$ cat src/sv/itb_pkg.sv
`timescale 1ns / 1ps
// ----------------------------------------------------------------------------
// itb_pkg: shared types and constants
// Opcodes, widths and the queue entry passed from front to back end.
// ----------------------------------------------------------------------------
package itb_pkg;
    localparam int TW = 40;
    localparam int AW = 48;
    localparam int DEF_NUM_CHANNELS = 16;
    localparam int DEF_NUM_FRAMES = 1024;
    localparam logic [TW-1:0] FRAME_SIZE_RST = 40'd1000000;
    localparam logic [TW-1:0] TOTAL_DUR_RST = 40'd1000000000;
    localparam logic [AW-1:0] MAX48 = {AW{1'b1}};

    localparam logic [1:0] OP_ADD = 2'd0;
    localparam logic [1:0] OP_READ = 2'd1;
    localparam logic [1:0] OP_CLEAR = 2'd2;

    localparam logic CFG_FRAME_SIZE = 1'b0;
    localparam logic CFG_TOTAL_DUR = 1'b1;

    localparam logic [1:0] CMD_FLAG = 2'd0;
    localparam logic [1:0] CMD_ADD = 2'd1;
    localparam logic [1:0] CMD_READ = 2'd2;
    localparam logic [1:0] CMD_CLEAR = 2'd3;

    // One classified item as handed to the back end.
    typedef struct packed {
        logic [1:0]    cmd;
        logic [7:0]    chan;
        logic [16:0]   sf;
        logic [16:0]   ef;
        logic [AW-1:0] first_amt;
        logic [AW-1:0] last_amt;
        logic [AW-1:0] mid_amt;
    } cmd_t;
endpackage

$ cat src/sv/itb_fifo.sv
`timescale 1ns / 1ps
// ----------------------------------------------------------------------------
// itb_fifo: command queue
// Two-entry queue between the classifier and the store sequencer.
// ----------------------------------------------------------------------------
module itb_fifo
    import itb_pkg::*;
(
    input  logic clk,
    input  logic rst_n,
    input  logic wr_valid,
    output logic wr_ready,
    input  cmd_t wr_data,
    output logic rd_valid,
    input  logic rd_ready,
    output cmd_t rd_data
);
    cmd_t       mem_reg [2];
    logic       wp_reg;
    logic       rp_reg;
    logic [1:0] cnt_reg;
    logic       push;
    logic       pop;

    assign wr_ready = (cnt_reg != 2'd2);
    assign rd_valid = (cnt_reg != 2'd0);
    assign push = wr_valid && wr_ready;
    assign pop = rd_valid && rd_ready;
    assign rd_data = mem_reg[rp_reg];

    always_ff @(posedge clk or negedge rst_n)
    begin
        if (!rst_n)
        begin
            wp_reg <= 1'b0;
            rp_reg <= 1'b0;
            cnt_reg <= '0;
        end
        else
        begin
            if (push) wp_reg <= ~wp_reg;
            if (pop) rp_reg <= ~rp_reg;
            cnt_reg <= cnt_reg + {1'b0, push} - {1'b0, pop};
        end
    end

    always_ff @(posedge clk)
    begin
        if (push) mem_reg[wp_reg] <= wr_data;
    end

    assert property (@(posedge clk) disable iff (!rst_n) cnt_reg != 2'd3)
        else $error("queue count overflow");
    assert property (@(posedge clk) disable iff (!rst_n)
        (cnt_reg == 2'd0) |-> !pop) else $error("pop from empty queue");
    assert property (@(posedge clk) disable iff (!rst_n)
        (push && !pop) |=> (cnt_reg == $past(cnt_reg) + 2'd1))
        else $error("queue count did not advance");
endmodule

$ cat config.mk
export PLATFORM = sky130hd
export DESIGN_NAME = itb_fifo
export DESIGN_NICKNAME = d
export VERILOG_FILES = /design/src/sv/itb_pkg.sv /design/src/sv/itb_fifo.sv
export SDC_FILE = /design/constraint.sdc
export NUM_CORES = 1
export LEC_CHECK = 0
export ABC_AREA = 1
export BUFFER_PORTS_ARGS = -buffer_cell sky130_fd_sc_hd__buf_4
export CAP_MARGIN = 5
export CORE_ASPECT_RATIO = 1.75
export CORE_UTILIZATION = 40
export DETAILED_ROUTE_END_ITERATION = 6
export PLACE_DENSITY_LB_ADDON = 0.3
export SLEW_MARGIN = 20
export SYNTH_ARGS = -nofsm -noshare
export SYNTH_HDL_FRONTEND = slang
export SYNTH_SLANG_ARGS = --single-unit
export TNS_END_PERCENT = 20
$ cat constraint.sdc
create_clock -name clk -period 12.1 [get_ports clk]
set_input_delay 1.815 -clock clk [delete_from_list [all_inputs] [get_ports clk]]
set_output_delay 1.815 -clock clk [all_outputs]
set_load 0.1 [all_outputs]
Word level (Yosys, flattened, before mapping)
Memories as Yosys holds them, arrays and structs flattened.
Index checks and enable logic that the tools add are counted.
W data, S select, Z words.
Storage, ports and cells
  flip-flop bits (word level): 4
  bits in writable memories: 376
  output and inout port bits: 190
  logic and storage cells: 14
  memories: 1
Cells by class
  $add $sub $neg: 2
  equality and inequality tests: 1
  mux-type cells: 2
  bitwise operators: 2
  reductions and logical operators: 3
Memories
  mem_reg: words 2, width 188, rd ports 1, clocked after Yosys merged registers in 0, wr ports 1, line itb_fifo.sv:18  | cmd_t mem_reg [2];
Operators by type and width (count)
  $add A2 B1 Y2: 1
  $logic_and A1 B1 Y1: 2
  $mux W1: 2
  $ne A2 B2 Y1 const B: 1
  $not A1 Y1: 2
  $reduce_bool A2 Y1: 1
  $sub A2 B1 Y2: 1

Depth between registers and ports, before layout
Gate-level depths: netlist of the first run.
  depth in word-level cells: 4
  depth in mapped cells: 10
  gate-level depth less buffers: 10

Worst setup path before layout of the first run
No wires, ideal clock.
  path type: input to register
  from: in wr_valid
  to: mem mem_reg[1][0] in the netlist's numbering, enable pin
  setup time: 740 ps
  data arrival time: 9759 ps
  path slack: 1601 ps
  cell stages on the path: 2
  buffers on the path: 0
  cells stage by stage: nand2_1 > nor2_1
On the way
  cells in the longest elaborated chain, start to end: 3
RTL lines
  from (decl): line itb_fifo.sv:11  | input logic wr_valid,
  $logic_and A1 B1 Y1: line itb_fifo.sv:27  | assign push = wr_valid && wr_ready;
  $mux W1: line itb_fifo.sv:49  | if (push) mem_reg[wp_reg] <= wr_data;
  $mux W1 (not written as such): line itb_fifo.sv:49
  to (decl): line itb_fifo.sv:18
No other way between the ends.

==> summary.md, run 1 <==
| Metric | Value |
|---|---|
| Status | `finished, final reports clean` |
| RSZ-0062 raised after global routing | `no` |
| Residual overflow from global routing | `0` |
| Initial antenna violation count | `4` |
| Clk slew on worst S/H paths | `0.06 ns` |
| Fin. Hold Viols | `0` |
| Via count | `8705` |
| Top-Level Pins | `382` |
| Post_cts resized | `0` |
| Die Wd | `142.9 µm` |
| Slew Viols, Final | `0` |
| CTS Hold Buffers Added | `0` |
| CTS tree | `built` |
| CP Capture Type | `output pin` |
| Area delta synth->final | `31.90%` |
| Antenna Nets Post-Route | `0` |
| Share of Yosys cell area claimed by the top area cell type | `81.26%` |
| Met3 usage | `4.159%` |
| Seq cells post-synth | `380` |
| GRT Util Overall | `17.86%` |
| Register area share after synthesis | `81.98%` |
| Worst setup path category | `reg -> out` |
| Final WS setup | `7.006 ns` |
| DRT Pass-1 Iters | `4` |
| Layout Nets | `1592` |
| Post-DP HPWL | `20870 µm` |
| DRT Wirelength | `31830 µm` |
| Max H-tree Level | `2` |
| CP Launch Type | `register` |
| Wirelength per Cell | `16.88 µm` |
| Fin util | `53.36%` |
| Post-synthesis cell count | `1013` |
| Ys Warns | `0` |
| Share of cells above drive strength 1 | `31.11%` |
| Most common cell after layout, fill and taps aside | `nand2_1` |
| Slowest cell on crit path | `buf_4` |
| Clock period minus worst slack | `5.094 ns` |
| Port bufs | `381` |
| Vias in the first global route | `8814` |
| Worst EP required | `10.28 ns` |
| Routed vias/inst | `4.616` |
| Worst Min Path Start | `wp_reg` |
| RePlAce Congestion | `0.7914` |
| GRT busiest layer | `met2` |
| Crit-path max FO | `104` |
| Crit path cell chain | `inv_6, buf_4, nand2_1, nand2_1, buf_4` |
| Slowest stage delay, CP | `0.82 ns` |
| Die H | `248.6 µm` |
| Ranking of synthesized cells by area | `edfxtp_1 (81%), nand2_1 (16%), buf_4 (1.0%)` |
| Die footprint | `35510 µm²` |
| GRT met1 Usage | `17.43%` |
| Yosys top cell by area | `edfxtp_1` |
| Synth Net Count | `1207` |
| Root Driver | `clkbuf_16` |
| Max FFs per register | `376` |
| Skew final | `0.008395 ns` |
| Slew HR | `28.97%` |
| DR iter-0 viols | `320` |
| Post-CTS setup buffer count | `0` |
| Critical Path Start | `rp_reg` |
| First-pass GRT wire length | `47550 µm` |
| Clk_lat worst skew | `0.51 ns` |
| Setup violators final | `0` |
| Largest net degree at the start of global routing | `105` |
| Place WS | `7.489 ns` |
| Final critical-path share of the clock period | `42.10%` |
| Clock Path Buffers | `3` |
| # rows | `90` |
| Max frequency | `196.3 MHz` |
| Commonest non-fill, non-tap cells in the layout | `nand2_1 (577), buf_4 (389), edfxtp_1 (376)` |
| # DRC | `0` |
| CTS buffer count | `35` |
| Slew of the pin with the lowest slew margin | `1.065 ns` |
| Library cells used by synthesis | `12` |
| Max cap viols | `0` |
| Final setup TNS | `0 ns` |
| Worst EP arrival | `3.28 ns` |
| CORE AREA | `34350 µm²` |
| Netlist Area Pre-Place | `13890 µm²` |
| Initial core utilization | `40.46%` |
| R2r startpoint | `cnt_reg[1]` |
| Met2 usage | `33.18%` |
| Mapped Avg Cell Area | `13.72 µm²` |
| Worst hold path class | `reg -> reg` |
| TritonCTS Sinks | `380` |
-- cells in the mapped netlist --
| master | number |
|---|---|
| inv_4 | 1 |
| edfxtp_1 | 376 |
| dfrtp_1 | 4 |
| nand3_1 | 3 |
| buf_4 | 19 |
| nand2_1 | 577 |
| buf_6 | 2 |
| ha_1 | 2 |
| inv_1 | 8 |
| buf_2 | 14 |
| clkbuf_1 | 6 |
| nor2_1 | 1 |
-- cells by family after synthesis --
group | synth area share [%]
AND/OR/NAND/NOR | 15.72
flip-flops | 81.98
buffers and inverters | 2.116
adder cells (fa/ha/maj) | 0.1801
-- worst max-delay path: cells and delay by family, from the launching register on --
kind	cells	cell delay, ns
DFF	1	0.66
and+or+nand+nor	2	0.26
buffers and inverters	3	1.73
-- worst paths after layout --
path / to / slack [ns] / cells after the start
setup reg to reg: mem_reg[1][115] / 9.02 / 5
hold / removal: wp_reg / 0.49 / 2
hold reg to reg: wp_reg / 0.49 / 2
setup / recovery: rd_data[118] / 7.01 / 5
max in group asynchronous: rp_reg / 10.90 / 1
min in group asynchronous: wp_reg / 1.09 / 1
-- stage by stage --
stage               instance area, µm²  instances  hold slack [ns]
floorplan                        13890       1013           0.4419
detailed placement               17150       1821           0.4694
global route                     18330       1886           0.5125
global placement                 17150       1821           0.4536
finish                           18330       1886           0.4931
CTS                              18320       1884           0.4865
-- final cells by class --
cell class / count / area (µm²)
clock buffers: 42 / 944.7
fillers: 2858 / 16020
inverters: 9 / 43.79
multi-input cells: 583 / 2217
diodes: 2 / 5.005
well taps: 460 / 575.6
flip-flops and latches: 380 / 11390
clock inverters: 21 / 226.5
repair buffers: 389 / 2920
-- layer usage --
| layer | wire [µm] | up-vias | part of all wire, % |
|---|---|---|---|
| met4 | 1671 | 4 | 5.2 |
| met5 | 30 | - | 0.094 |
| met3 | 2082 | 91 | 6.5 |
| li1 | - | 4188 | - |
| met2 | 17530 | 318 | 55 |
| met1 | 10520 | 4104 | 33 |
Power of run 1 is not shown: default switching activity piles up to over one toggle a cycle in this logic, so the estimate is an artifact.
==> inputs of run 2 (changes only) <==
Clock period 12.1 ns to 5.1 ns, I/O delays scaled along.
==> run 2 against run 1 <==
  * Wire length decreased by 0.37%
  * Setup slack got worse by 5.5 ns
  * Count of clock-buffer cells in the layout decreased by 2
  * Sequential cell count unchanged
  * Clock skew increased by 0.0012 ns
  * Non-clock buffer count decreased by 1
  * Die area unchanged
  * Via count decreased by 0.17%
==> summary.md, run 2 (synthesized netlist as in run 1, its figures left out) <==
| Metric | Value |
|---|---|
| Largest net degree at the start of global routing | `137 (was 105)` |
| Slew HR | `32.74% (was 28.97%)` |
| Crit-path max FO | `110 (was 104)` |
| Layout Nets | `1591 (was 1592)` |
| Post-CTS setup buffer count | `0 (unchanged)` |
| Layout fillers | `2892 (was 2858)` |
| Fin. Hold Viols | `0 (unchanged)` |
| Initial core utilization | `40.46% (unchanged)` |
| Clock period minus worst slack | `3.591 ns` |
| Multi-input gate area in the final layout | `2217 µm² (unchanged)` |
| Reg area | `11390 µm² (unchanged)` |
| Via count | `8690 (was 8705)` |
| CTS tree | `built (unchanged)` |
| # rows | `90 (unchanged)` |
| Routed vias/inst | `4.613 (was 4.616)` |
| Clock Path Buffers | `3 (unchanged)` |
| Final critical-path share of the clock period | `70.42%` |
| Skew final | `0.009643 ns (was 0.008395 ns)` |
| Area delta synth->final | `31.64% (was 31.90%)` |
| Antenna Nets Post-Route | `0 (unchanged)` |
| Most common cell after layout, fill and taps aside | `nand2_1 (unchanged)` |
| Setup violators final | `0 (unchanged)` |
| Post-DP HPWL | `20410 µm (was 20870 µm)` |
| Die Wd | `142.9 µm (unchanged)` |
| Port bufs | `381 (unchanged)` |
| Worst EP required | `4.34 ns (was 10.28 ns)` |
| CP Capture Type | `output pin (unchanged)` |
| Worst hold path class | `in -> async (was reg -> reg)` |
| Max cap viols | `0 (unchanged)` |
| Clk_lat worst skew | `0.51 ns (about the same)` |
| CP Launch Type | `register (unchanged)` |
| GRT Util Overall | `17.64% (was 17.86%)` |
| Share of cells above drive strength 1 | `31.20% (was 31.11%)` |
| Max H-tree Level | `2 (unchanged)` |
| Die H | `248.6 µm (unchanged)` |
| Max FFs per register | `376 (unchanged)` |
| RePlAce Congestion | `0.7864 (was 0.7914)` |
| Non-Filler Instances | `1884 (was 1886)` |
| Commonest non-fill, non-tap cells in the layout | `nand2_1 (577), buf_4 (385), edfxtp_1 (376) (was nand2_1 (577), buf_4 (389), edfxtp_1 (376))` |
| Worst setup path category | `reg -> out (unchanged)` |
| Worst EP arrival | `2.83 ns (was 3.28 ns)` |
| Hold slack | `0.03744 ns (was 0.4931 ns)` |
| Clk slew on worst S/H paths | `0.06 ns (about the same)` |
| CORE AREA | `34350 µm² (unchanged)` |
| Vias in the first global route | `8812 (was 8814)` |
| DR iter-0 viols | `419 (was 320)` |
| First-pass GRT wire length | `46730 µm (was 47550 µm)` |
| Post_cts resized | `0 (unchanged)` |
| Initial antenna violation count | `1 (was 4)` |
| Slew Viols, Final | `0 (unchanged)` |
| RSZ-0062 raised after global routing | `no (unchanged)` |
| CTS Hold Buffers Added | `0 (unchanged)` |
| Wirelength per Cell | `16.83 µm (was 16.88 µm)` |
| Die footprint | `35510 µm² (unchanged)` |
| TritonCTS Sinks | `380 (unchanged)` |
| CTS buffer count | `35 (unchanged)` |
| Residual overflow from global routing | `0 (unchanged)` |
| Slew of the pin with the lowest slew margin | `1.009 ns (was 1.065 ns)` |
| DRT Wirelength | `31720 µm (was 31830 µm)` |
| DRT Pass-1 Iters | `4 (unchanged)` |
| # DRC | `0 (unchanged)` |
| Status | `finished, final reports clean (unchanged)` |
| Top-Level Pins | `382 (unchanged)` |
| Placed Cells incl. Taps | `1820 (was 1821)` |
| Max frequency | `278.5 MHz` |
| Root Driver | `clkbuf_16 (unchanged)` |
-- run 2: cell count changes in the layout (fill, tap and decap cells not counted), sizes merged --
cell      change
bufinv        -3
clkinv        +3
inv           +1
buf           -1
diode         -1
clkinvlp      +1
clkbuf        -2
-- run 2: per-layer routing --
| metal | vias to the layer above | global-route usage, % | share of wire [%] |
|---|---|---|---|
| met2 | 312 | 32.87 | 54 |
| met1 | 4102 | 16.37 | 33 |
| met4 | 0 | 10.51 | 5.1 |
| li1 | 4188 | - | - |
| met3 | 88 | 5.392 | 7.8 |
| met5 | - | 0 | 0 |
-- run 2: worst paths after layout --
check | from | endpoint | slack [ns] | depth (start not counted)
worst max-delay path | rp_reg | rd_data[42] | 1.51 | 5
worst min-delay path | rst_n | rp_reg | 0.04 | 1
worst max register to register | cnt_reg[1] | mem_reg[1][132] | 2.74 | 5
worst min register to register | wp_reg | wp_reg | 0.49 | 2
max in group asynchronous | rst_n | rp_reg | 4.95 | 1
min in group clk | wr_data[53] | mem_reg[1][53] | 0.43 | 1
-- run 2: area by class of cell --
| type | instances | area share, % |
|---|---|---|
| antenna | 1 | 0.01368 |
| clock buffer | 40 | 5.123 |
| clock inverter | 23 | 0.9166 |
| inverter | 9 | 0.2531 |
| multi-input combinational | 583 | 12.12 |
| sequential | 380 | 62.30 |
| tap | 460 | 3.147 |
| timing repair buffer | 388 | 16.13 |
-- run 2: metrics by stage --
stage | utilization [%] | cell area [µm²] | TNS [ns] | worst slack, ns
2_1_floorplan | - | 13900 | -68.79 | -0.3659
3_3_place_gp | 50.03 | 17180 | 0 | 1.986
3_5_place_dp | 50.03 | 17180 | 0 | 1.957
4_1_cts | 53.25 | 18290 | 0 | 1.383
5_1_grt | 53.26 | 18290 | 0 | 1.277
6_report | 53.26 | 18290 | 0 | 1.509
-- run 2: critical path: stages (launching register included) --
cell and delay, ns:
dfrtp_4 0.65, inv_6 0.67, buf_12 0.39, nand2_1 0.09, nand2_1 0.09, buf_4 0.29
Power of run 2 is left out for the same reason.
==> inputs of run 3 (changes only) <==
Clock period 5.1 ns to 3.4 ns, I/O delays scaled along.
==> run 3 against run 2 <==
  * Critical path type unchanged
  * Wire length increased by 2.3%
  * Final area increased by 1.1%
  * Via count up 0.31%
  * Setup slack worse by 1.1 ns
  * Count of clock-buffer cells in the layout up 4
  * Sequential cell count is the same
  * Non-clock buffer count grew 7
==> summary.md, run 3 (synthesized netlist as in run 1, its figures left out) <==
| Metric | Value |
|---|---|
| DRT Wirelength | `32440 µm (was 31720 µm)` |
| Slew Viols, Final | `0 (unchanged)` |
| Clk_lat worst skew | `0.52 ns (was 0.51 ns)` |
| Root Driver | `clkbuf_16 (unchanged)` |
| Initial core utilization | `40.46% (unchanged)` |
| Max H-tree Level | `2 (unchanged)` |
| Final WS setup | `0.4321 ns (was 1.509 ns)` |
| Skew final | `0.01438 ns (was 0.009643 ns)` |
| TritonCTS Sinks | `380 (unchanged)` |
| RePlAce Congestion | `0.7767 (was 0.7864)` |
| Residual overflow from global routing | `0 (unchanged)` |
| R2r startpoint | `cnt_reg[0] (was cnt_reg[1])` |
| Commonest non-fill, non-tap cells in the layout | `nand2_1 (575), buf_4 (382), edfxtp_1 (376) (was nand2_1 (577), buf_4 (385), edfxtp_1 (376))` |
| Area delta synth->final | `33.14% (was 31.64%)` |
| Place WS | `1.002 ns (was 1.957 ns)` |
| Non-Filler Instances | `1888 (was 1884)` |
| DR iter-0 viols | `391 (was 419)` |
| Clk slew on worst S/H paths | `0.07 ns (was 0.06 ns)` |
| CTS buffer count | `35 (unchanged)` |
| Slew HR | `25.97% (was 32.74%)` |
| Largest net degree at the start of global routing | `190 (was 137)` |
| Die footprint | `35510 µm² (unchanged)` |
| Worst min-delay path endpoint | `mem_reg[0][150]` |
| Share of cells above drive strength 1 | `31.58% (was 31.20%)` |
| Layout fillers | `2860 (was 2892)` |
| Post-CTS setup buffer count | `0 (unchanged)` |
| Crit-path max FO | `189 (was 110)` |
| Reg area | `11400 µm² (was 11390 µm²)` |
| CTS tree | `built (unchanged)` |
| Clock period minus worst slack | `2.968 ns` |
| Antenna Nets Post-Route | `0 (unchanged)` |
| Max cap viols | `0 (unchanged)` |
| Max frequency | `336.9 MHz` |
| Slew of the pin with the lowest slew margin | `1.110 ns (was 1.009 ns)` |
| Placed Cells incl. Taps | `1826 (was 1820)` |
| Top-Level Pins | `382 (unchanged)` |
| Post_cts resized | `0 (unchanged)` |
| Routed vias/inst | `4.617 (was 4.613)` |
| Worst EP required | `2.89 ns (was 4.34 ns)` |
| Clock Path Buffers | `3 (unchanged)` |
| Die H | `248.6 µm (unchanged)` |
| DRT Pass-1 Iters | `4 (unchanged)` |
| Setup violators final | `0 (unchanged)` |
| Fin. Hold Viols | `0 (unchanged)` |
| Worst Min Path Start | `wr_data[150]` |
| Post-DP HPWL | `21410 µm (was 20410 µm)` |
| Worst EP arrival | `2.46 ns (was 2.83 ns)` |
| Status | `finished, final reports clean (unchanged)` |
| # DRC | `0 (unchanged)` |
| Layout Nets | `1598 (was 1591)` |
| Multi-input gate area in the final layout | `2253 µm² (was 2217 µm²)` |
| Worst hold path class | `in -> reg (was in -> async)` |
| CORE AREA | `34350 µm² (unchanged)` |
| Wirelength per Cell | `17.18 µm (was 16.83 µm)` |
| RSZ-0062 raised after global routing | `no (unchanged)` |
| Hold slack | `0.1718 ns (was 0.03744 ns)` |
| Most common cell after layout, fill and taps aside | `nand2_1 (unchanged)` |
| Initial antenna violation count | `2 (was 1)` |
| # rows | `90 (unchanged)` |
| CP Launch Type | `register (unchanged)` |
| Die Wd | `142.9 µm (unchanged)` |
| R2R cell count | `5 (unchanged)` |
| Vias in the first global route | `8694 (was 8812)` |
| First-pass GRT wire length | `47750 µm (was 46730 µm)` |
| Max FFs per register | `376 (unchanged)` |
| Worst setup path category | `reg -> out (unchanged)` |
| GRT Util Overall | `18.18% (was 17.64%)` |
| Worst R2R End | `mem_reg[0][35] (was mem_reg[1][132])` |
| Hold Crit Depth | `1` |
| Port bufs | `381 (unchanged)` |
| CP Capture Type | `output pin (unchanged)` |
| ANT cells | `0 (was 1)` |
| Final critical-path share of the clock period | `87.29%` |
| Via count | `8717 (was 8690)` |
| Fin util | `53.86% (was 53.26%)` |
| Reg2Reg Setup Slack | `1.24 ns (was 2.74 ns)` |
run 3: critical path, stage by stage (launching register included):
cell and delay [ns]:
dfrtp_4 0.45, buf_12 0.47, nand2_1 0.14, nand2_1 0.18, buf_4 0.31
run 3: worst max path at each step:
stage	slack (ns)	depth (start not counted)	start	endpoint
6_report	0.43	4	rp_reg	rd_data[167]
5_1_grt	0.36	5	rp_reg	rd_data[57]
4_1_cts	0.44	5	rp_reg	rd_data[57]
3_5_place_dp	1.00	5	rp_reg	rd_data[57]
3_3_place_gp	1.00	5	rp_reg	rd_data[57]
2_1_floorplan	-0.52	4	cnt_reg[0]	mem_reg[0][0]
run 3: final cells by class:
| cell class | instances | area share (%) |
|---|---|---|
| Sequential cell | 380 | 61.60 |
| Timing Repair Buffer | 395 | 16.85 |
| Multi-Input combinational cell | 583 | 12.18 |
| Clock buffer | 44 | 5.147 |
| Tap cell | 460 | 3.111 |
| Clock inverter | 17 | 0.8725 |
| Inverter | 9 | 0.2300 |
run 3: repair_timing:
item                       CTS  global route
hold buffers                 1             0
setup endpoints to repair    0             0
hold endpoints to repair     4             0
run 3: stage by stage:
stage	instance area (µm²)	TNS (ns)
floorplan	13940	-194.63
global placement	17380	0
detailed placement	17380	0
CTS	18500	0
global route	18500	0
finish	18500	0
run 3: layer usage:
metal | track usage, % | part of all wire (%) | vias to the layer above
met3 | 4.275 | 6.3 | 75
met5 | 0 | 0.071 | -
met1 | 17.82 | 34 | 4160
met2 | 34.48 | 56 | 285
li1 | - | - | 4193
met4 | 9.401 | 4.4 | 4
Power of run 3 is left out for the same reason.
