--- src/sv/itb_pkg.sv ---
`timescale 1ns / 1ps
// ----------------------------------------------------------------------------
// itb_pkg: shared types and constants
// Opcodes, widths and the queue entry passed from front to back end.
// ----------------------------------------------------------------------------
package itb_pkg;
    localparam int TW = 40;
    localparam int AW = 48;
    localparam int DEF_NUM_CHANNELS = 16;
    localparam int DEF_NUM_FRAMES = 1024;
    localparam logic [TW-1:0] FRAME_SIZE_RST = 40'd1000000;
    localparam logic [TW-1:0] TOTAL_DUR_RST = 40'd1000000000;
    localparam logic [AW-1:0] MAX48 = {AW{1'b1}};

    localparam logic [1:0] OP_ADD = 2'd0;
    localparam logic [1:0] OP_READ = 2'd1;
    localparam logic [1:0] OP_CLEAR = 2'd2;

    localparam logic CFG_FRAME_SIZE = 1'b0;
    localparam logic CFG_TOTAL_DUR = 1'b1;

    localparam logic [1:0] CMD_FLAG = 2'd0;
    localparam logic [1:0] CMD_ADD = 2'd1;
    localparam logic [1:0] CMD_READ = 2'd2;
    localparam logic [1:0] CMD_CLEAR = 2'd3;

    // One classified item as handed to the back end.
    typedef struct packed {
        logic [1:0]    cmd;
        logic [7:0]    chan;
        logic [16:0]   sf;
        logic [16:0]   ef;
        logic [AW-1:0] first_amt;
        logic [AW-1:0] last_amt;
        logic [AW-1:0] mid_amt;
    } cmd_t;
endpackage

--- src/sv/itb_if.sv ---
`timescale 1ns / 1ps
// ----------------------------------------------------------------------------
// itb_in_if / itb_out_if: valid/ready channels
// Input item channel and result channel of the binning block.
// ----------------------------------------------------------------------------
interface itb_in_if;
    logic        valid;
    logic        ready;
    logic [1:0]  opcode;
    logic [3:0]  channel;
    logic [39:0] range_start;
    logic [39:0] range_end;
    logic [9:0]  frame_index;
    modport source (output valid, opcode, channel, range_start, range_end, frame_index,
                    input ready);
    modport sink (input valid, opcode, channel, range_start, range_end, frame_index,
                  output ready);
endinterface


--- src/sv/itb_div.sv ---
`timescale 1ns / 1ps
// ----------------------------------------------------------------------------
// itb_div: iterative 40-bit divider
// Restoring division, one quotient bit per cycle.
// ----------------------------------------------------------------------------
module itb_div
    import itb_pkg::*;
(
    input  logic          clk,
    input  logic          rst_n,
    input  logic          start,
    input  logic [TW-1:0] dividend,
    input  logic [TW-1:0] divisor,
    output logic          done,
    output logic [TW-1:0] quotient,
    output logic [TW-1:0] remainder
);
    logic [TW-1:0] q_reg;
    logic [TW-1:0] r_reg;
    logic [TW-1:0] d_reg;
    logic [5:0]    cnt_reg;
    logic          busy_reg;
    logic          done_reg;
    logic [TW:0]   shifted;
    logic [TW:0]   diff;

    assign shifted = {r_reg, q_reg[TW-1]};
    assign diff = shifted - {1'b0, d_reg};

    always_ff @(posedge clk or negedge rst_n)
    begin
        if (!rst_n)
        begin
            busy_reg <= 1'b0;
            done_reg <= 1'b0;
            cnt_reg <= '0;
        end
        else
        begin
            done_reg <= 1'b0;
            if (start)
            begin
                busy_reg <= 1'b1;
                cnt_reg <= 6'(TW);
            end
            else if (busy_reg)
            begin
                cnt_reg <= cnt_reg - 6'd1;
                if (cnt_reg == 6'd1)
                begin
                    busy_reg <= 1'b0;
                    done_reg <= 1'b1;
                end
            end
        end
    end

    // The partial remainder stays below the divisor, so it fits in TW bits.
    always_ff @(posedge clk)
    begin
        if (start)
        begin
            q_reg <= dividend;
            r_reg <= '0;
            d_reg <= divisor;
        end
        else if (busy_reg)
        begin
            if (!diff[TW])
            begin
                r_reg <= diff[TW-1:0];
                q_reg <= {q_reg[TW-2:0], 1'b1};
            end
            else
            begin
                r_reg <= shifted[TW-1:0];
                q_reg <= {q_reg[TW-2:0], 1'b0};
            end
        end
    end

    assign done = done_reg;
    assign quotient = q_reg;
    assign remainder = r_reg;
endmodule

--- src/sv/itb_front.sv ---
`timescale 1ns / 1ps
// ----------------------------------------------------------------------------
// itb_front: item classifier
// Divides the range ends and the total duration by the frame size, checks
// bounds and builds a command for the back end.
// ----------------------------------------------------------------------------
module itb_front
    import itb_pkg::*;
#(
    parameter int NUM_CHANNELS = DEF_NUM_CHANNELS,
    parameter int NUM_FRAMES = DEF_NUM_FRAMES
)
(
    input  logic          clk,
    input  logic          rst_n,
    input  logic [TW-1:0] frame_len,
    input  logic [TW-1:0] total_duration,
    itb_in_if.sink        in_ch,
    output logic          cmd_valid,
    input  logic          cmd_ready,
    output cmd_t          cmd
);
    localparam logic [2:0] S_IDLE = 3'd0;
    localparam logic [2:0] S_DIV0 = 3'd1;
    localparam logic [2:0] S_DIV1 = 3'd2;
    localparam logic [2:0] S_DIV2 = 3'd3;
    localparam logic [2:0] S_CHECK = 3'd4;
    localparam logic [2:0] S_OUT = 3'd5;

    logic [2:0]    state_reg;
    logic [1:0]    op_reg;
    logic [3:0]    ch_reg;
    logic [TW-1:0] rs_reg;
    logic [TW-1:0] re_reg;
    logic [9:0]    fi_reg;
    logic [TW-1:0] sf_reg;
    logic [TW-1:0] ef_reg;
    logic [TW-1:0] last_reg;
    logic [TW-1:0] rs_rem_reg;
    logic [TW-1:0] re_rem_reg;
    cmd_t          cmd_reg;

    logic          div_start;
    logic [TW-1:0] div_dividend;
    logic          div_done;
    logic [TW-1:0] div_q;
    logic [TW-1:0] div_r;
    logic          need_div;

    itb_div u_div (
        .clk(clk), .rst_n(rst_n), .start(div_start), .dividend(div_dividend),
        .divisor(frame_len), .done(div_done), .quotient(div_q), .remainder(div_r)
    );

    assign in_ch.ready = (state_reg == S_IDLE);
    // Only adds and reads with a nonzero frame size need the divisions.
    assign need_div = (frame_len != '0)
                      && (in_ch.opcode == OP_ADD || in_ch.opcode == OP_READ);
    assign div_start = (in_ch.valid && in_ch.ready && need_div)
                       || (div_done && (state_reg == S_DIV0 || state_reg == S_DIV1));
    always_comb
    begin
        case (state_reg)
            S_IDLE: div_dividend = in_ch.range_start;
            S_DIV0: div_dividend = re_reg;
            default: div_dividend = total_duration;
        endcase
    end

    // Number of valid frames bounded by NUM_FRAMES.
    logic [16:0] nvalid;
    logic        ch_bad;
    logic        ef_bad;
    logic        fi_bad;
    logic [AW-1:0] fs48;
    always_comb
    begin
        nvalid = (last_reg >= TW'(NUM_FRAMES)) ? 17'(NUM_FRAMES) : 17'(last_reg + 1'b1);
        ch_bad = (32'(ch_reg) >= NUM_CHANNELS);
        ef_bad = (ef_reg >= TW'(nvalid));
        fi_bad = (17'(fi_reg) >= nvalid);
        fs48 = AW'(frame_len);
    end

    always_ff @(posedge clk or negedge rst_n)
    begin
        if (!rst_n)
        begin
            state_reg <= S_IDLE;
        end
        else
        begin
            case (state_reg)
                S_IDLE:
                begin
                    if (in_ch.valid)
                    begin
                        if (need_div)
                            state_reg <= S_DIV0;
                        else
                            state_reg <= S_OUT;
                    end
                end
                S_DIV0: if (div_done) state_reg <= S_DIV1;
                S_DIV1: if (div_done) state_reg <= S_DIV2;
                S_DIV2: if (div_done) state_reg <= S_CHECK;
                S_CHECK: state_reg <= S_OUT;
                S_OUT: if (cmd_ready) state_reg <= S_IDLE;
                default: state_reg <= S_IDLE;
            endcase
        end
    end

    always_ff @(posedge clk)
    begin
        if (in_ch.valid && in_ch.ready)
        begin
            op_reg <= in_ch.opcode;
            ch_reg <= in_ch.channel;
            rs_reg <= in_ch.range_start;
            re_reg <= in_ch.range_end;
            fi_reg <= in_ch.frame_index;
            cmd_reg.cmd <= (in_ch.opcode == OP_CLEAR) ? CMD_CLEAR : CMD_FLAG;
        end
        if (div_done)
        begin
            case (state_reg)
                S_DIV0:
                begin
                    sf_reg <= div_q;
                    rs_rem_reg <= div_r;
                end
                S_DIV1:
                begin
                    ef_reg <= div_q;
                    re_rem_reg <= div_r;
                end
                default: last_reg <= div_q;
            endcase
        end
        if (state_reg == S_CHECK)
        begin
            cmd_reg.chan <= 8'(ch_reg);
            cmd_reg.ef <= 17'(ef_reg);
            cmd_reg.mid_amt <= fs48;
            if (op_reg == OP_READ)
            begin
                cmd_reg.cmd <= (ch_bad || fi_bad) ? CMD_FLAG : CMD_READ;
                cmd_reg.sf <= 17'(fi_reg);
            end
            else
            begin
                cmd_reg.cmd <= (ch_bad || re_reg < rs_reg || ef_bad) ? CMD_FLAG : CMD_ADD;
                cmd_reg.sf <= 17'(sf_reg);
                // Start frame: rest after start offset; whole range if sf == ef.
                if (sf_reg == ef_reg)
                    cmd_reg.first_amt <= AW'(re_reg - rs_reg) + 1'b1;
                else
                    cmd_reg.first_amt <= fs48 - AW'(rs_rem_reg);
                cmd_reg.last_amt <= AW'(re_rem_reg) + 1'b1;
            end
        end
    end

    assign cmd_valid = (state_reg == S_OUT);
    assign cmd = cmd_reg;
endmodule

--- src/flat_wrapper.sv ---
// flat-port wrapper written by rule: the top's interface ports become plain ports
module itb_front_flat import itb_pkg::*;
#(
    parameter int NUM_CHANNELS = DEF_NUM_CHANNELS,
    parameter int NUM_FRAMES = DEF_NUM_FRAMES
)
  (clk, rst_n, frame_len, total_duration, cmd_valid, cmd_ready, cmd, in_ch_valid, in_ch_opcode, in_ch_channel, in_ch_range_start, in_ch_range_end, in_ch_frame_index, in_ch_ready);
  itb_in_if in_ch_i ();
  input  logic clk;
  input  logic rst_n;
  input  logic [TW-1:0] frame_len;
  input  logic [TW-1:0] total_duration;
  output logic cmd_valid;
  input  logic cmd_ready;
  output cmd_t cmd;
  input wire logic [$bits(in_ch_i.valid)-1:0] in_ch_valid;
  input wire logic [$bits(in_ch_i.opcode)-1:0] in_ch_opcode;
  input wire logic [$bits(in_ch_i.channel)-1:0] in_ch_channel;
  input wire logic [$bits(in_ch_i.range_start)-1:0] in_ch_range_start;
  input wire logic [$bits(in_ch_i.range_end)-1:0] in_ch_range_end;
  input wire logic [$bits(in_ch_i.frame_index)-1:0] in_ch_frame_index;
  output wire logic [$bits(in_ch_i.ready)-1:0] in_ch_ready;
  assign in_ch_i.valid = in_ch_valid;
  assign in_ch_i.opcode = in_ch_opcode;
  assign in_ch_i.channel = in_ch_channel;
  assign in_ch_i.range_start = in_ch_range_start;
  assign in_ch_i.range_end = in_ch_range_end;
  assign in_ch_i.frame_index = in_ch_frame_index;
  assign in_ch_ready = in_ch_i.ready;
  itb_front #(.NUM_CHANNELS(NUM_CHANNELS), .NUM_FRAMES(NUM_FRAMES)) u_core (.clk(clk), .rst_n(rst_n), .frame_len(frame_len), .total_duration(total_duration), .in_ch(in_ch_i), .cmd_valid(cmd_valid), .cmd_ready(cmd_ready), .cmd(cmd));
endmodule
--- config.mk ---
export PLATFORM = sky130hd
export DESIGN_NAME = itb_front_flat
export DESIGN_NICKNAME = d
export VERILOG_FILES = /design/src/sv/itb_pkg.sv /design/src/sv/itb_if.sv /design/src/sv/itb_div.sv /design/src/sv/itb_front.sv /design/src/flat_wrapper.sv
export SDC_FILE = /design/constraint.sdc
export NUM_CORES = 1
export LEC_CHECK = 0
export ABC_CLOCK_PERIOD_IN_PS = 21900
export BUFFER_PORTS_ARGS = -buffer_cell sky130_fd_sc_hd__buf_2
export CAP_MARGIN = 0
export CORE_ASPECT_RATIO = 0.7
export CORE_MARGIN = 3
export CORE_UTILIZATION = 30
export DETAILED_ROUTE_END_ITERATION = 6
export GPL_ROUTABILITY_DRIVEN = 0
export PLACE_DENSITY = 0.53
export SETUP_SLACK_MARGIN = 0.3
export SYNTH_ARGS = -nofsm -noshare
export SYNTH_HDL_FRONTEND = slang
export SYNTH_SLANG_ARGS = --single-unit
--- constraint.sdc ---
create_clock -name clk -period 21.9 [get_ports clk]
set_input_delay 1.095 -clock clk [delete_from_list [all_inputs] [get_ports clk]]
set_output_delay 1.095 -clock clk [all_outputs]
set_load 0.05 [all_outputs]
* Word level (Yosys, flattened, before mapping)
Index checks and enable logic that the tools add are counted.
** Operators by class
- Add/sub/neg operators :: 7
- Multiply operators :: 0
- Divide/modulo/power cells :: 0
- Magnitude comparators :: 4
- Eq/ne operators :: 15
- Shift operators :: 0
- Muxes and demuxes :: 30
- Bitwise gates (word level) :: 2
- Reduce and logical (&&, ||, !) cells :: 19
** Operators with widths (number)
- $mux 188 :: 1
- $mux 40 :: 3
- $mux 96 :: 1
- $sub 40x40->41 :: 2
- $pmux 40 s2 :: 1
- $add 48x1->48 const B :: 1
- $mux 48 :: 1
- $add 40x1->41 const B :: 1
- $sub 41x40->41 :: 1
- $eq 40x40->1 :: 1
- $ge 40x11->1 const B :: 1
- $ge 40x17->1 :: 1
- $lt 40x40->1 :: 1
- $reduce_bool 40->1 :: 1
- $mux 17 :: 2
- $mux 3 :: 6
- $pmux 3 s6 :: 1
- $add 17x1->17 const B :: 1
- $ge 10x17->1 :: 1
- $mux 6 :: 2
- $mux 1 :: 8
- $mux 2 :: 4
- $ne 2x2->1 const B :: 4
- $reduce_and 2->1 :: 4
- other kinds (16) :: 27
** Word-level totals
- Flip-flop bits (word level) :: 603
- Latch bits :: 0
- Bits in writable memories :: 0
- ROM bits :: 0
- Input bits :: 180
- Output and inout port bits :: 190
- Logic and storage cells :: 102
- Memories :: 0

* Longest topological paths before layout
Gate-level depths: netlist of run 1.
- Depth after elaboration :: 7
- Depth in mapped cells :: 16
- Depth with buffers taken out :: 16

* Modules after synthesis
Synthesis of run 1 repeated with hierarchy kept, for this count alone.
** Unflattened totals
- Cells, all modules :: 2650
- Area total of the unflattened synthesis :: 31009.7 um^2
** By module, submodules not included
- itb_front :: instances 1, cells each 1912, area an instance 23682.7 um^2, seq. area each 13858.3 um^2
- itb_div :: instances 1, cells each 738, area an instance 7327.0 um^2, seq. area each 3403.3 um^2

* Worst setup path after synthesis of run 1
OpenSTA, ideal clock, no wires.
- Path type :: register to register
- From :: reg u_core.state_reg[0]
- To :: reg u_core.ef_reg[0], enable pin
- Setup time :: 0.633 ns
- Data arrival time :: 6.578 ns
- Data required time :: 21.267 ns
- Slack :: 14.689 ns
- Stages on the path, launching flop included :: 4
- Cells stage by stage :: dfrtp_1 clkbuf_1 buf_1 nor3b_1
** Between the ends
- Cells in the longest elaborated chain, start to end :: 2
** RTL lines
- start, declared :: line itb_front.sv:30 : logic [2:0] state_reg;
- start signal, assigned :: line itb_front.sv:89 : state_reg <= S_IDLE;
- start signal, assigned :: line itb_front.sv:99 : state_reg <= S_DIV0;
- start signal, assigned :: line itb_front.sv:101 : state_reg <= S_OUT;
- $eq 3x2->1 :: line itb_front.sv:127 : case (state_reg)
- $reduce_and 2->1 (no line)
- end signal, assigned :: line itb_front.sv:135 : ef_reg <= div_q;
- end, declared :: line itb_front.sv:37 : logic [TW-1:0] ef_reg;
No other way between the ends.
A chain may end at the register's enable or synchronous reset.

* Final worst setup path of run 1
- From :: reg u_core.u_div.q_reg[39] (netlist: u_core.u_div.quotient[39])
- To :: reg u_core.u_div.r_reg[1] (netlist: u_core.u_div.remainder[1])
** Between the ends
- Cells in the longest elaborated chain, start to end :: 2
** RTL lines
- start, declared :: line itb_div.sv:18 : logic [TW-1:0] q_reg;
- start signal, assigned :: line itb_div.sv:63 : q_reg <= dividend;
- start signal, assigned :: line itb_div.sv:72 : q_reg <= {q_reg[TW-2:0], 1'b1};
- start signal, assigned :: line itb_div.sv:77 : q_reg <= {q_reg[TW-2:0], 1'b0};
- $sub 41x40->41 :: line itb_div.sv:28 : assign diff = shifted - {1'b0, d_reg};
- $mux 40 :: line itb_div.sv:69 : if (!diff[TW])
- end signal, assigned :: line itb_div.sv:71 : r_reg <= diff[TW-1:0];
- end signal, assigned :: line itb_div.sv:76 : r_reg <= shifted[TW-1:0];
- end, declared :: line itb_div.sv:19 : logic [TW-1:0] r_reg;
No other way between the ends.

==> results of run 1 <==
[metal layers]
metal,vias up,track usage,part of all wire
met1,10267,0.2529,0.51
met4,12,0.03796,0.019
met2,568,0.2418,0.42
met5,-,0,0.00091
li1,10337,-,-
met3,112,0.03721,0.055
[Yosys cell counts (5+ instances only)]
master / n / area share
o21ai_0: 189 / 0.031
o21a_1: 25 / 0.0061
a211o_1: 11 / 0.0032
xnor2_1: 123 / 0.035
a31oi_1: 16 / 0.0033
o21ai_1: 5 / 0.00082
inv_1: 173 / 0.021
o21bai_1: 14 / 0.0034
nand2b_1: 22 / 0.0045
buf_2: 5 / 0.00082
mux2_2: 11 / 0.0041
nor3_1: 48 / 0.0079
or2_2: 8 / 0.0016
a211oi_1: 14 / 0.0034
nor2b_1: 26 / 0.0053
mux2i_1: 79 / 0.026
buf_4: 20 / 0.0049
xor2_1: 94 / 0.027
nand3_1: 58 / 0.0095
and2_1: 16 / 0.0033
edfxtp_1: 545 / 0.54
nand4_1: 41 / 0.0084
a311oi_1: 5 / 0.0014
nor4_1: 45 / 0.0092
dfxtp_1: 40 / 0.026
dfrtp_1: 11 / 0.0090
nor2_1: 121 / 0.015
o31a_1: 5 / 0.0014
nand2_1: 208 / 0.026
or3_1: 12 / 0.0025
o211ai_1: 19 / 0.0047
o31ai_1: 11 / 0.0027
ha_1: 153 / 0.063
and4_1: 6 / 0.0017
clkbuf_1: 66 / 0.0081
a21oi_1: 154 / 0.025
a21o_1: 74 / 0.018
and3_1: 21 / 0.0043
[stage by stage]
step                hold WS, ns  power, mW  area (um^2)  utilization
finish                   0.3146      4.418        36140       0.3596
detailed placement       0.4045      3.251        33840       0.3367
global route             0.2833      4.710        36140       0.3596
global placement         0.4010      3.243        33840       0.3367
CTS                      0.2663      4.476        36140       0.3596
floorplan                0.4003      2.806        30650            -
[power groups by stage]
stage                     combinational [mW]  clock, mW  sequential, mW
after floorplan                         1.12          0            1.69
after global placement                  1.54          0            1.70
after detailed placement                1.55          0            1.70
after CTS                               1.56       1.24            1.68
after global routing                    1.73       1.28            1.70
final                                   1.54       1.20            1.68
[kinds of logic (layout without fill, tap and decap cells)]
group           Yosys count  in the layout
xor+xnor                217            217
compound gates          610            610
other cells               2             26
simple gates            660            660
buf+inv                 274            673
mux                      90             90
fa+ha+maj               156            156
flops                   596            596
[cells in the final DEF, fill, tap and decap left out, drive strengths merged, types with 11 or more instances in the layout]
cell	count
conb	25
mux2	11
a211o	11
nand4	43
clkbuf	81
nand3	59
nand2b	22
nand2	208
edfxtp	545
a211oi	18
nor2	122
nor4	48
o211ai	19
or3	13
inv	181
and2	16
xnor2	123
ha	153
a21oi	159
nor2b	26
a31oi	17
mux2i	79
dfxtp	40
a21o	74
and3	21
buf	372
o21a	27
o21ai	194
dfrtp	11
clkinv	20
nor3	49
o21bai	14
xor2	94
o31ai	12
[critical path, stage by stage (launching register included)]
cell and delay, ns:
edfxtp_1 0.54, inv_1 0.09, ha_1 0.22, fa_1 0.41
nor2b_1 0.13, o21ai_1 0.11, a211o_1 0.36, a211oi_1 0.68
a21oi_2 0.25, nor3_1 0.35, o21a_1 0.26, o211ai_1 0.12
o211ai_1 0.33, buf_4 0.65, nor4_1 0.10, a311o_1 0.34
[how the worst max path moves through the flow]
stage | from | endpoint | slack [ns] | depth (start not counted)
after detailed placement | u_core.u_div.quotient[39] | u_core.u_div.remainder[1] | 16.85 | 15
after global placement | u_core.u_div.quotient[39] | u_core.u_div.remainder[1] | 16.94 | 15
final | u_core.u_div.quotient[39] | u_core.u_div.remainder[1] | 16.76 | 15
after global routing | u_core.u_div.quotient[39] | u_core.u_div.remainder[1] | 16.50 | 15
after CTS | u_core.u_div.quotient[39] | u_core.u_div.remainder[1] | 16.83 | 15
after floorplan | u_core.state_reg[0] | u_core.ef_reg[0] | 14.69 | 3
[final cells by class]
cell class	instances	area, um^2
clock buffer	81	1792
fill	9949	64350
timing repair buffer	372	1917
multi-input combinational	1758	12140
antenna	1	2.502
inverter	176	665.6
clock inverter	44	506.7
sequential	596	17440
tap	1336	1672
==> metrics.log, run 1 <==
[metrics] outcome: finished, final reports clean
[metrics] Leakage Power: between 10 and 15 nW
[metrics] category of the worst setup path capture point: register
[metrics] post-synthesis share of cell area spent on and, or, nand and nor gates: 0.1088
[metrics] post-CTS setup buffers: 0
[metrics] detailed-route via count: roughly 21k
[metrics] Post-synth EDFFs: approximately 550
[metrics] Residual DRC: 0
[metrics] global-route wire length before repair: about 130000 um
[metrics] Reg-to-Reg End: u_core.u_div.remainder[1]
[metrics] Core Region: around 100000 um^2
[metrics] post-DP HPWL: approximately 68000 um
[metrics] number of input and output port buffers inserted: 350
[metrics] worst path setup slack after routing: between 15 and 20 ns
[metrics] hold buffers post-CTS: 0
[metrics] grt total ovfl: 0
[metrics] Setup Crit Path Kind: register to register
[metrics] post-synthesis mux area share: 0.02992
[metrics] cell count after placement: between 4k and 5k
[metrics] part of the total power dissipated in sequential elements: 0.380
[metrics] area of the die: ~110000 um^2
[metrics] reg2reg start: u_core.u_div.quotient[39]
[metrics] shortest clock period the worst path allows after layout: roughly 5 ns
[metrics] clock network power share: 0.271
[metrics] data arrival time of the worst path: roughly 5.7 ns
[metrics] clock tree skew after final layout: ~0.032 ns
[metrics] CTS Buf Count: 68
[metrics] Max Clk Rate: 194.6 MHz
[metrics] switching part of the total: 0.3709
[metrics] Total Negative Setup Slacks: 0 ns
[metrics] Clock Latency Late Sink: approximately 0.65 ns
[metrics] number of DRC markers in iteration 0: between 1.5k and 2k
[metrics] number of levels in the clock H-tree: 3
[metrics] clock sink count: 596
[metrics] share of synthesized cell area in full adder, half adder and majority cells: 0.06459
[metrics] DIE HEIGHT: roughly 270 um
[metrics] Synthesis Warnings: 0
[metrics] setup slack on the worst flop-to-flop path: 16.76 ns
[metrics] mapped cell area: 30570 um^2
[metrics] Primary FF master, synth: edfxtp_1
[metrics] post-synthesis compound-gate area fraction: 0.1269
[metrics] FF+latch count, synth: about 600
[metrics] number of buffers on the longest clock path: 3
[metrics] sequential area share after synthesis: 0.5706
[metrics] xor/xnor share of the synthesized area: 0.06218
[metrics] clock transition at the registers of the reported paths: ~0.07 ns
[metrics] critical path startpoint category: register
[metrics] count of different cell masters after synthesis: 97
[metrics] number of nets in the layout: between 3k and 4k
[metrics] GRT Total Usage: 0.1674
[metrics] post-route clock period utilization: 0.2347
[metrics] cell count after synthesis: roughly 2.6k
[metrics] largest driver fanout on the critical path: between 40 and 50
[metrics] via count of the first global-routing pass: 20.55k
[metrics] number of placement rows: a little under 100
[metrics] TritonRoute pass-1 iters: 7
[metrics] final routed wire length divided by cell count: 20.76 um
[metrics] Avg Synthesized Cell Area: between 10 and 15 um^2
[metrics] via/cell ratio: just under 5
[metrics] effective utilization at floorplan: 0.3042
[metrics] pre-CTS WS: about 17 ns
[metrics] pin slew with the least headroom to its limit: 1.026 ns
[metrics] Post-Layout Cell Count: around 4.4k
[metrics] flip-flop count of the largest register, all copies and words added: approximately 170
[metrics] final number of hold-violating endpoints: 0
[metrics] count of boundary I/O pins: 370
[metrics] Power Dens Cells: around 120 nW/um^2
[metrics] Async SR Flop Fraction: 0.01846
[metrics] number of maximum-capacitance constraint violations: 0
[metrics] number of nets still failing antenna checks after routing: 0
[metrics] number of max-slew violations in the final report: 0
[metrics] number of gates resized after cts: 0
[metrics] setup violation total in the final timing report: 0
[metrics] fraction of final layout cells with drive strength greater than 1: 0.1820
[metrics] clock tree from TritonCTS: built
[metrics] power dissipated by switching net loads: about 1.6 mW
[metrics] clock root buffer: clkbuf_16
[metrics] tightest slew margin relative to the limit: 0.3070
[metrics] setup repair after global routing missed its margin: false
[metrics] Combinational Power Share: 0.349
[metrics] maximum number of pins on one net before global-route repair: 92
[metrics] antenna violations before repair: 13
[metrics] Worst Reg2Reg Path Length in Cells: 15
[metrics] Die X: between 300 and 400 um
[metrics] cell-internal power: between 2 and 3 mW
[metrics] dominant combinational cell family by area after synthesis: compound AO/OA/AOI/OAI gates
[metrics] CP required: between 20 and 25 ns
[metrics] total length of routed wires: roughly 90000 um
[metrics] Max VDD drop: between 0.08 and 0.09 mV
[metrics] layout overhead on the synthesized area: 18.23%
[metrics] class of the tightest hold or removal check: primary input to async pin
No activity file was read; power rests on OpenSTA's default activity.
==> run 2, diff against run 1 <==
--- a/config.mk
+++ b/config.mk
@@ -5,7 +5,7 @@
 export SDC_FILE = /design/constraint.sdc
 export NUM_CORES = 1
 export LEC_CHECK = 0
-export ABC_CLOCK_PERIOD_IN_PS = 21900
+export ABC_CLOCK_PERIOD_IN_PS = 5300
 export BUFFER_PORTS_ARGS = -buffer_cell sky130_fd_sc_hd__buf_2
 export CAP_MARGIN = 0
 export CORE_ASPECT_RATIO = 0.7
==> constraint.sdc (replaced) <==
create_clock -name clk -period 5.3 [get_ports clk]
set_input_delay 0.265 -clock clk [delete_from_list [all_inputs] [get_ports clk]]
set_output_delay 0.265 -clock clk [all_outputs]
set_load 0.05 [all_outputs]
==> run 2 against run 1 <==
Global-route usage up 0.24 points. Setup slack worse by 16 ns. Clock skew about the same. Critical endpoint is now u_core.cmd[139]. Highest routed layer unchanged. Wire length up 0.98%. Clock power rose to 4.1 times the previous value. Flip-flop and latch count unchanged. Die area unchanged. Combinational power rose to 4.3 times the previous value. Design area up 4.6%. Total power rose to 4.2 times the previous value. Register-to-register slack worse by 16 ns. Sequential share of layout area down 2.1 points.
==> metrics.log, run 2 (same netlist as run 1, synthesis figures left out) <==
[metrics] outcome: finished, final reports clean
[metrics] leading cell type in the layout, fill and taps excluded: edfxtp_1
[metrics] maximum number of pins on one net before global-route repair: 85 (-7.6%)
[metrics] number of nets in the layout: 3474 (+5.0%)
[metrics] count of filler cells inserted in the layout: 9873 (-0.76%)
[metrics] Max Clk Rate: 220.6 MHz (+13%)
[metrics] clock sink count: 596 (unchanged)
[metrics] category of the worst setup path capture point: register
[metrics] Residual DRC: 0 (unchanged)
[metrics] largest driver fanout on the critical path: 8 (-81%)
[metrics] class of the tightest hold or removal check: primary input to register
[metrics] Clock Latency Late Sink: 0.65 ns (about the same)
[metrics] clock tree skew after final layout: 0.03191 ns (-0.0002041 ns)
[metrics] Total Power: 18.50 mW (+320%)
[metrics] launching instance or port of the critical path: u_core.re_reg[0]
[metrics] highest-count cells in the layout ignoring fill and taps: 545 x edfxtp_1, 350 x buf_2, 208 x nand2_1
[metrics] grt total ovfl: 0 (unchanged)
[metrics] most common cell type on the critical path: inv_1
[metrics] data arrival time of the worst path: 4.89 ns (-0.76 ns)
[metrics] count of boundary I/O pins: 370 (unchanged)
[metrics] fraction of final layout cells with drive strength greater than 1: 0.1764 (-0.005595)
[metrics] detailed-route via count: 21.95k (+3.1%)
[metrics] TritonRoute pass-1 iters: 5 (-2)
[metrics] DIE HEIGHT: 273.1 um (unchanged)
[metrics] end of the critical path: u_core.cmd[139]
[metrics] Die X: 387.5 um (unchanged)
[metrics] critical path startpoint category: register
[metrics] layout overhead on the synthesized area: 23.63%
[metrics] number of maximum-capacitance constraint violations: 0 (unchanged)
[metrics] CP required: 5.66 ns (-16.76 ns)
[metrics] post-DP HPWL: 68780 um (+1.2%)
[metrics] post-route clock period utilization: 0.8552 (+0.6205)
[metrics] area of the die: 105800 um^2 (unchanged)
[metrics] post-CTS setup buffers: 0 (unchanged)
[metrics] reg2reg start: u_core.re_reg[0]
[metrics] number of nets still failing antenna checks after routing: 0 (unchanged)
[metrics] final number of hold-violating endpoints: 0 (unchanged)
[metrics] flip-flop count of the largest register, all copies and words added: 169 (unchanged)
[metrics] Util after Layout: 0.3761 (+0.01643)
[metrics] GRT Total Usage: 0.1698 (+0.002397)
[metrics] effective utilization at floorplan: 0.3042 (unchanged)
[metrics] Max VDD drop: 0.2147 mV (+160%)
[metrics] clock tree from TritonCTS: built
[metrics] number of input and output port buffers inserted: 350 (unchanged)
[metrics] Worst Reg2Reg Path Length in Cells: 16 (+1)
[metrics] Setup Crit Path Kind: register to register
[metrics] final routed wire length divided by cell count: 20.20 um (-2.7%)
[metrics] CP peak stage delay: 0.65 ns (-0.03 ns)
[metrics] number of DRC markers in iteration 0: 1643 (-4.7%)
[metrics] number of placement rows: 97 (unchanged)
[metrics] Core Region: 100500 um^2 (unchanged)
[metrics] sequence of cells on the critical path: inv_1 -> ha_1 -> inv_1 -> fa_1 -> a211oi_2 -> nor2_4 -> nor2b_1 -> inv_1 -> nor3_1 -> nand4_1 -> nor4_1 -> nand4b_1 -> buf_4 -> nor3_2 -> nor3b_2 -> o21ai_0
[metrics] largest delay contributor family on the critical path: simple AND/OR/NAND/NOR gates
[metrics] Total Negative Setup Slacks: 0 ns (unchanged)
[metrics] Leakage Power: 14.95 nW (+5.2%)
[metrics] via/cell ratio: 4.847 (-0.68%)
[metrics] logic depth of the worst path, buffers included: 16 (+1)
[metrics] buffers and inverters on the worst path: 4 (+2)
[metrics] slowest cell on the critical path: nor3_1
[metrics] clock transition at the registers of the reported paths: 0.07 ns (about the same)
[metrics] shortest clock period the worst path allows after layout: 4.532 ns (-0.6065 ns)
[metrics] antenna violations before repair: 11 (-2)
[metrics] pin slew with the least headroom to its limit: 1.157 ns (+0.1309 ns)
[metrics] post-route worst hold slack: 0.03752 ns (-0.2771 ns)
[metrics] clock root buffer: clkbuf_16
[metrics] number of buffers on the longest clock path: 3 (unchanged)
[metrics] total length of routed wires: 91490 um (+0.98%)
[metrics] Power Dens Cells: 489.4 nW/um^2 (+300%)
[metrics] global-route wire length before repair: 135500 um (+1.7%)
[metrics] number of max-slew violations in the final report: 0 (unchanged)
[metrics] via count of the first global-routing pass: 21.19k (+3.1%)
[metrics] setup repair after global routing missed its margin: false
[metrics] setup slack on the worst flop-to-flop path: 0.77 ns (-15.99 ns)
[metrics] CTS Buf Count: 69 (+1.5%)
[metrics] tightest slew margin relative to the limit: 0.2186 (-0.08844)
[metrics] Reg-to-Reg End: u_core.cmd[139]
[metrics] number of levels in the clock H-tree: 3 (unchanged)
[metrics] setup violation total in the final timing report: 0 (unchanged)
-- run 2: cell types whose count changed in the layout (fill, tap and decap cells not counted), sizes merged --
cell	delta
buf	+11
clkinvlp	-4
clkinv	+4
bufinv	-1
dlygate4sd3	+154
diode	+1
-- run 2: per-stage QoR --
stage / cells / cell area, um^2 / worst slack [ns]
6_report: 4529 / 37790 / 0.7676
2_1_floorplan: 2628 / 30670 / 0.6817
5_1_grt: 4527 / 37790 / 0.3144
3_5_place_dp: 4249 / 33950 / 0.8564
3_3_place_gp: 4249 / 33950 / 0.9310
4_1_cts: 4527 / 37790 / 0.8006
-- run 2: layout make-up --
cell class / instances / area [um^2] / share of cell area
Antenna cell: 2 / 5.005 / 0.0001324
Multi-Input combinational cell: 1758 / 12150 / 0.3216
Inverter: 176 / 665.6 / 0.01761
Timing Repair Buffer: 537 / 3553 / 0.09402
Tap cell: 1336 / 1672 / 0.04423
Clock inverter: 43 / 464.2 / 0.01228
Sequential cell: 596 / 17440 / 0.4616
Clock buffer: 81 / 1834 / 0.04854
-- run 2: worst min path at each step --
stage,start,endpoint,slack [ns],cells after the start
detailed placement,rst_n,u_core.state_reg[1],0.18,1
global route,total_duration[20],u_core.u_div.quotient[20],0.03,3
floorplan,rst_n,u_core.state_reg[0],-0.03,0
finish,total_duration[9],u_core.u_div.quotient[9],0.04,3
global placement,rst_n,u_core.state_reg[1],0.17,1
CTS,total_duration[28],u_core.u_div.quotient[28],0.0002,3
-- run 2: report_power, final --
group / total, mW / switching, mW / internal, mW
Clock: 4.92 / 2.04 / 2.89
Combinational: 6.64 / 4.10 / 2.54
Sequential: 6.93 / 0.687 / 6.24
Total: 18.5 / 6.82 / 11.7
-- run 2: worst register-to-register path, stage by stage (launching register included) --
cell	delay (ns)
edfxtp_1	0.38
inv_1	0.07
ha_1	0.18
inv_1	0.07
fa_1	0.43
a211oi_2	0.27
nor2_4	0.10
nor2b_1	0.16
inv_1	0.10
nor3_1	0.65
nand4_1	0.33
nor4_1	0.26
nand4b_1	0.14
buf_4	0.21
nor3_2	0.41
nor3b_2	0.36
o21ai_0	0.12
-- run 2: metal layers --
layer	wire, um	vias to the layer above	GRT usage
met5	27	-	0
met4	1672	4	0.03978
met3	5010	104	0.03854
met2	38690	569	0.2481
met1	46080	10590	0.2532
li1	-	10685	-
-- run 2: repair_timing --
item	CTS	global route
hold buffers	154	0
resized for setup	0	0
hold endpoints to repair	204	0
==> run 3, diff against run 2 <==
--- a/config.mk
+++ b/config.mk
@@ -7,13 +7,14 @@
 export LEC_CHECK = 0
 export ABC_CLOCK_PERIOD_IN_PS = 5300
 export BUFFER_PORTS_ARGS = -buffer_cell sky130_fd_sc_hd__buf_2
-export CAP_MARGIN = 0
+export CAP_MARGIN = 20
 export CORE_ASPECT_RATIO = 0.7
 export CORE_MARGIN = 3
 export CORE_UTILIZATION = 30
 export DETAILED_ROUTE_END_ITERATION = 6
 export GPL_ROUTABILITY_DRIVEN = 0
 export PLACE_DENSITY = 0.53
+export REMOVE_ABC_BUFFERS = 1
 export SETUP_SLACK_MARGIN = 0.3
 export SYNTH_ARGS = -nofsm -noshare
 export SYNTH_HDL_FRONTEND = slang
==> run 3 against run 2 <==
First-iteration DRC count fell by 1.2%. Combinational power fell by 1%. Critical path depth fell by 1. Clock power fell by 2%. Setup slack got worse by 0.16 ns. Total power fell by 0.99%. Sequential power barely moved. Critical path type unchanged. Highest routed layer unchanged.
==> metrics.log, run 3 (same netlist as run 1, synthesis figures left out) <==
[metrics] Setup Crit Path Kind: register to register
[metrics] Residual DRC: 0 (unchanged)
[metrics] post-route clock period utilization: 0.8848 (+0.02962)
[metrics] CP peak stage delay: 0.65 ns (about the same)
[metrics] Max VDD drop: 0.3602 mV (+68%)
[metrics] number of placement rows: 97 (unchanged)
[metrics] via/cell ratio: 4.861 (+0.30%)
[metrics] slowest cell on the critical path: a211oi_1
[metrics] post-DP HPWL: 67530 um (-1.8%)
[metrics] global-route wire length before repair: 134400 um (-0.81%)
[metrics] clock sink count: 596 (unchanged)
[metrics] post-route worst hold slack: 0.05053 ns (+0.01301 ns)
[metrics] largest driver fanout on the critical path: 43 (+35)
[metrics] detailed-route via count: 21.97k (+0.077%)
[metrics] fraction of final layout cells with drive strength greater than 1: 0.1720 (-0.004475)
[metrics] DIE HEIGHT: 273.1 um (unchanged)
[metrics] category of the worst setup path capture point: register
[metrics] Reg-to-Reg End: u_core.u_div.remainder[1]
[metrics] number of nets in the layout: 3463 (-0.32%)
[metrics] reg2reg start: u_core.u_div.quotient[39]
[metrics] count of boundary I/O pins: 370 (unchanged)
[metrics] number of buffers on the longest clock path: 3 (unchanged)
[metrics] setup slack on the worst flop-to-flop path: 0.61 ns (-0.16 ns)
[metrics] number of DRC markers in iteration 0: 1624 (-1.2%)
[metrics] Post-Layout Cell Count: 4519 (-0.22%)
[metrics] Max Clk Rate: 213.2 MHz (-3.3%)
[metrics] clock tree skew after final layout: 0.02847 ns (-0.003434 ns)
[metrics] tightest slew margin relative to the limit: 0.2959 (+0.07734)
[metrics] class of the tightest hold or removal check: primary input to register
[metrics] shortest clock period the worst path allows after layout: 4.689 ns (+0.1570 ns)
[metrics] CTS Buf Count: 68 (-1.4%)
[metrics] maximum number of pins on one net before global-route repair: 121 (+42%)
[metrics] number of nets still failing antenna checks after routing: 0 (unchanged)
[metrics] pin slew with the least headroom to its limit: 1.042 ns (-0.1145 ns)
[metrics] data arrival time of the worst path: 5.21 ns (+0.32 ns)
[metrics] GRT Total Usage: 0.1682 (-0.001570)
[metrics] end point of the most critical hold path: u_core.u_div.quotient[26]
[metrics] area of the die: 105800 um^2 (unchanged)
[metrics] post-CTS setup buffers: 0 (unchanged)
[metrics] antenna violations before repair: 9 (-2)
[metrics] setup violation total in the final timing report: 0 (unchanged)
[metrics] clock root buffer: clkbuf_16
[metrics] critical path startpoint category: register
[metrics] Total Power: 18.31 mW (-0.99%)
[metrics] Leakage Power: 14.88 nW (-0.51%)
[metrics] flip-flop count of the largest register, all copies and words added: 169 (unchanged)
[metrics] number of maximum-capacitance constraint violations: 0 (unchanged)
[metrics] via count of the first global-routing pass: 20.94k (-1.1%)
[metrics] layout overhead on the synthesized area: 23.32%
[metrics] outcome: finished, final reports clean
[metrics] launch point of the worst hold path: total_duration[26]
[metrics] TritonRoute pass-1 iters: 5 (unchanged)
[metrics] most common cell type on the critical path: o21a_1
[metrics] setup repair after global routing missed its margin: false
[metrics] count of filler cells inserted in the layout: 9891 (+0.18%)
[metrics] cell count after placement: 4239 (-0.24%)
[metrics] clock tree from TritonCTS: built
[metrics] worst hold stages: 3 (unchanged)
[metrics] Worst Reg2Reg Path Length in Cells: 15 (-1)
[metrics] clock transition at the registers of the reported paths: 0.06 ns (about the same)
[metrics] Clock Latency Late Sink: 0.65 ns (about the same)
[metrics] effective utilization at floorplan: 0.3042 (unchanged)
[metrics] Core Region: 100500 um^2 (unchanged)
[metrics] final number of hold-violating endpoints: 0 (unchanged)
[metrics] Power Dens Cells: 485.8 nW/um^2 (-0.74%)
[metrics] number of levels in the clock H-tree: 3 (unchanged)
[metrics] grt total ovfl: 0 (unchanged)
[metrics] total length of routed wires: 90900 um (-0.64%)
[metrics] CP required: 5.82 ns (+0.16 ns)
[metrics] final routed wire length divided by cell count: 20.12 um (-0.42%)
[metrics] number of max-slew violations in the final report: 0 (unchanged)
[metrics] total area of sequential cells: 17440 um^2 (unchanged)
[metrics] leading cell type in the layout, fill and taps excluded: edfxtp_1
[metrics] area of combinational cells with multiple inputs: 12140 um^2 (-0.11%)
[metrics] number of input and output port buffers inserted: 350 (unchanged)
[metrics] highest-count cells in the layout ignoring fill and taps: 545 x edfxtp_1, 350 x buf_2, 208 x nand2_1
[metrics] Die X: 387.5 um (unchanged)
[metrics] sequence of cells on the critical path: inv_1 -> ha_1 -> fa_1 -> nor2b_1 -> o21ai_1 -> a211o_1 -> a211oi_1 -> a21oi_2 -> nor3_1 -> o21a_1 -> o21a_1 -> o211ai_1 -> buf_12 -> nor4b_1 -> a311o_1
-- run 3: changes by cell type in the layout (fill, tap and decap cells not counted), sizes merged --
cell | before | now
buf | 383 | 373
clkbuf | 81 | 90
bufinv | 8 | 5
inv | 181 | 179
clkinv | 24 | 20
-- run 3: final cells by class --
cell class,instances,share of cell area
Multi-Input combinational cell,1758,0.3221
Antenna cell,2,0.0001328
Clock inverter,34,0.009227
Sequential cell,596,0.4628
Inverter,176,0.01766
Clock buffer,90,0.05088
Timing Repair Buffer,527,0.09294
Tap cell,1336,0.04434
-- run 3: critical path: cells and delay by family, from the launching register on --
kind	cells	cell delay [ns]
AO/OA/AOI/OAI	8	2.29
adder cells (fa/ha/maj)	2	0.61
buffers and inverters	2	0.32
flip-flops	1	0.54
AND/OR/NAND/NOR	3	0.71
-- run 3: repair_timing --
| item | CTS | global route |
|---|---|---|
| endpoints found under the setup margin | 0 | 2 |
| resized for setup | 0 | 1 |
| hold endpoints to repair | 205 | 0 |
| hold buffers | 154 | 0 |
-- run 3: metal layers --
layer	part of all wire	routed length, um	GRT usage	vias to the layer above
met1	0.52	46960	0.2565	10656
met4	0.016	1424	0.03524	6
met2	0.41	37480	0.2407	544
met3	0.055	5001	0.03830	95
li1	-	-	-	10668
met5	0.00043	39	0	-
-- run 3: power by group --
| part | total (mW) | internal [mW] | switching [mW] | leakage (nW) |
|---|---|---|---|---|
| Combinational | 6.56 | 2.49 | 4.06 | 8.31 |
| Sequential | 6.93 | 6.25 | 0.681 | 5.48 |
| Clock | 4.83 | 2.81 | 2.02 | 1.09 |
-- run 3: worst max-delay path by stage --
stage,endpoint,start,cells past startpoint,slack [ns]
2_1_floorplan,u_core.rs_rem_reg[0],u_core.state_reg[0],2,-2.70
3_3_place_gp,u_core.u_div.remainder[12],u_core.u_div.quotient[39],16,0.75
3_5_place_dp,u_core.u_div.remainder[13],u_core.u_div.quotient[39],16,0.72
4_1_cts,u_core.u_div.remainder[13],u_core.u_div.quotient[39],16,0.72
5_1_grt,u_core.u_div.remainder[10],u_core.u_div.quotient[39],16,0.38
6_report,u_core.u_div.remainder[1],u_core.u_div.quotient[39],15,0.61
-- run 3: per-stage QoR --
stage / setup slack [ns] / setup TNS, ns / util / cell area [um^2]
4_1_cts: 0.7170 / 0 / 0.3750 / 37690
6_report: 0.6107 / 0 / 0.3751 / 37700
5_1_grt: 0.3792 / 0 / 0.3751 / 37690
3_5_place_dp: 0.7244 / 0 / 0.3371 / 33880
2_1_floorplan: -2.704 / -617.51 / - / 30190
3_3_place_gp: 0.7525 / 0 / 0.3371 / 33880
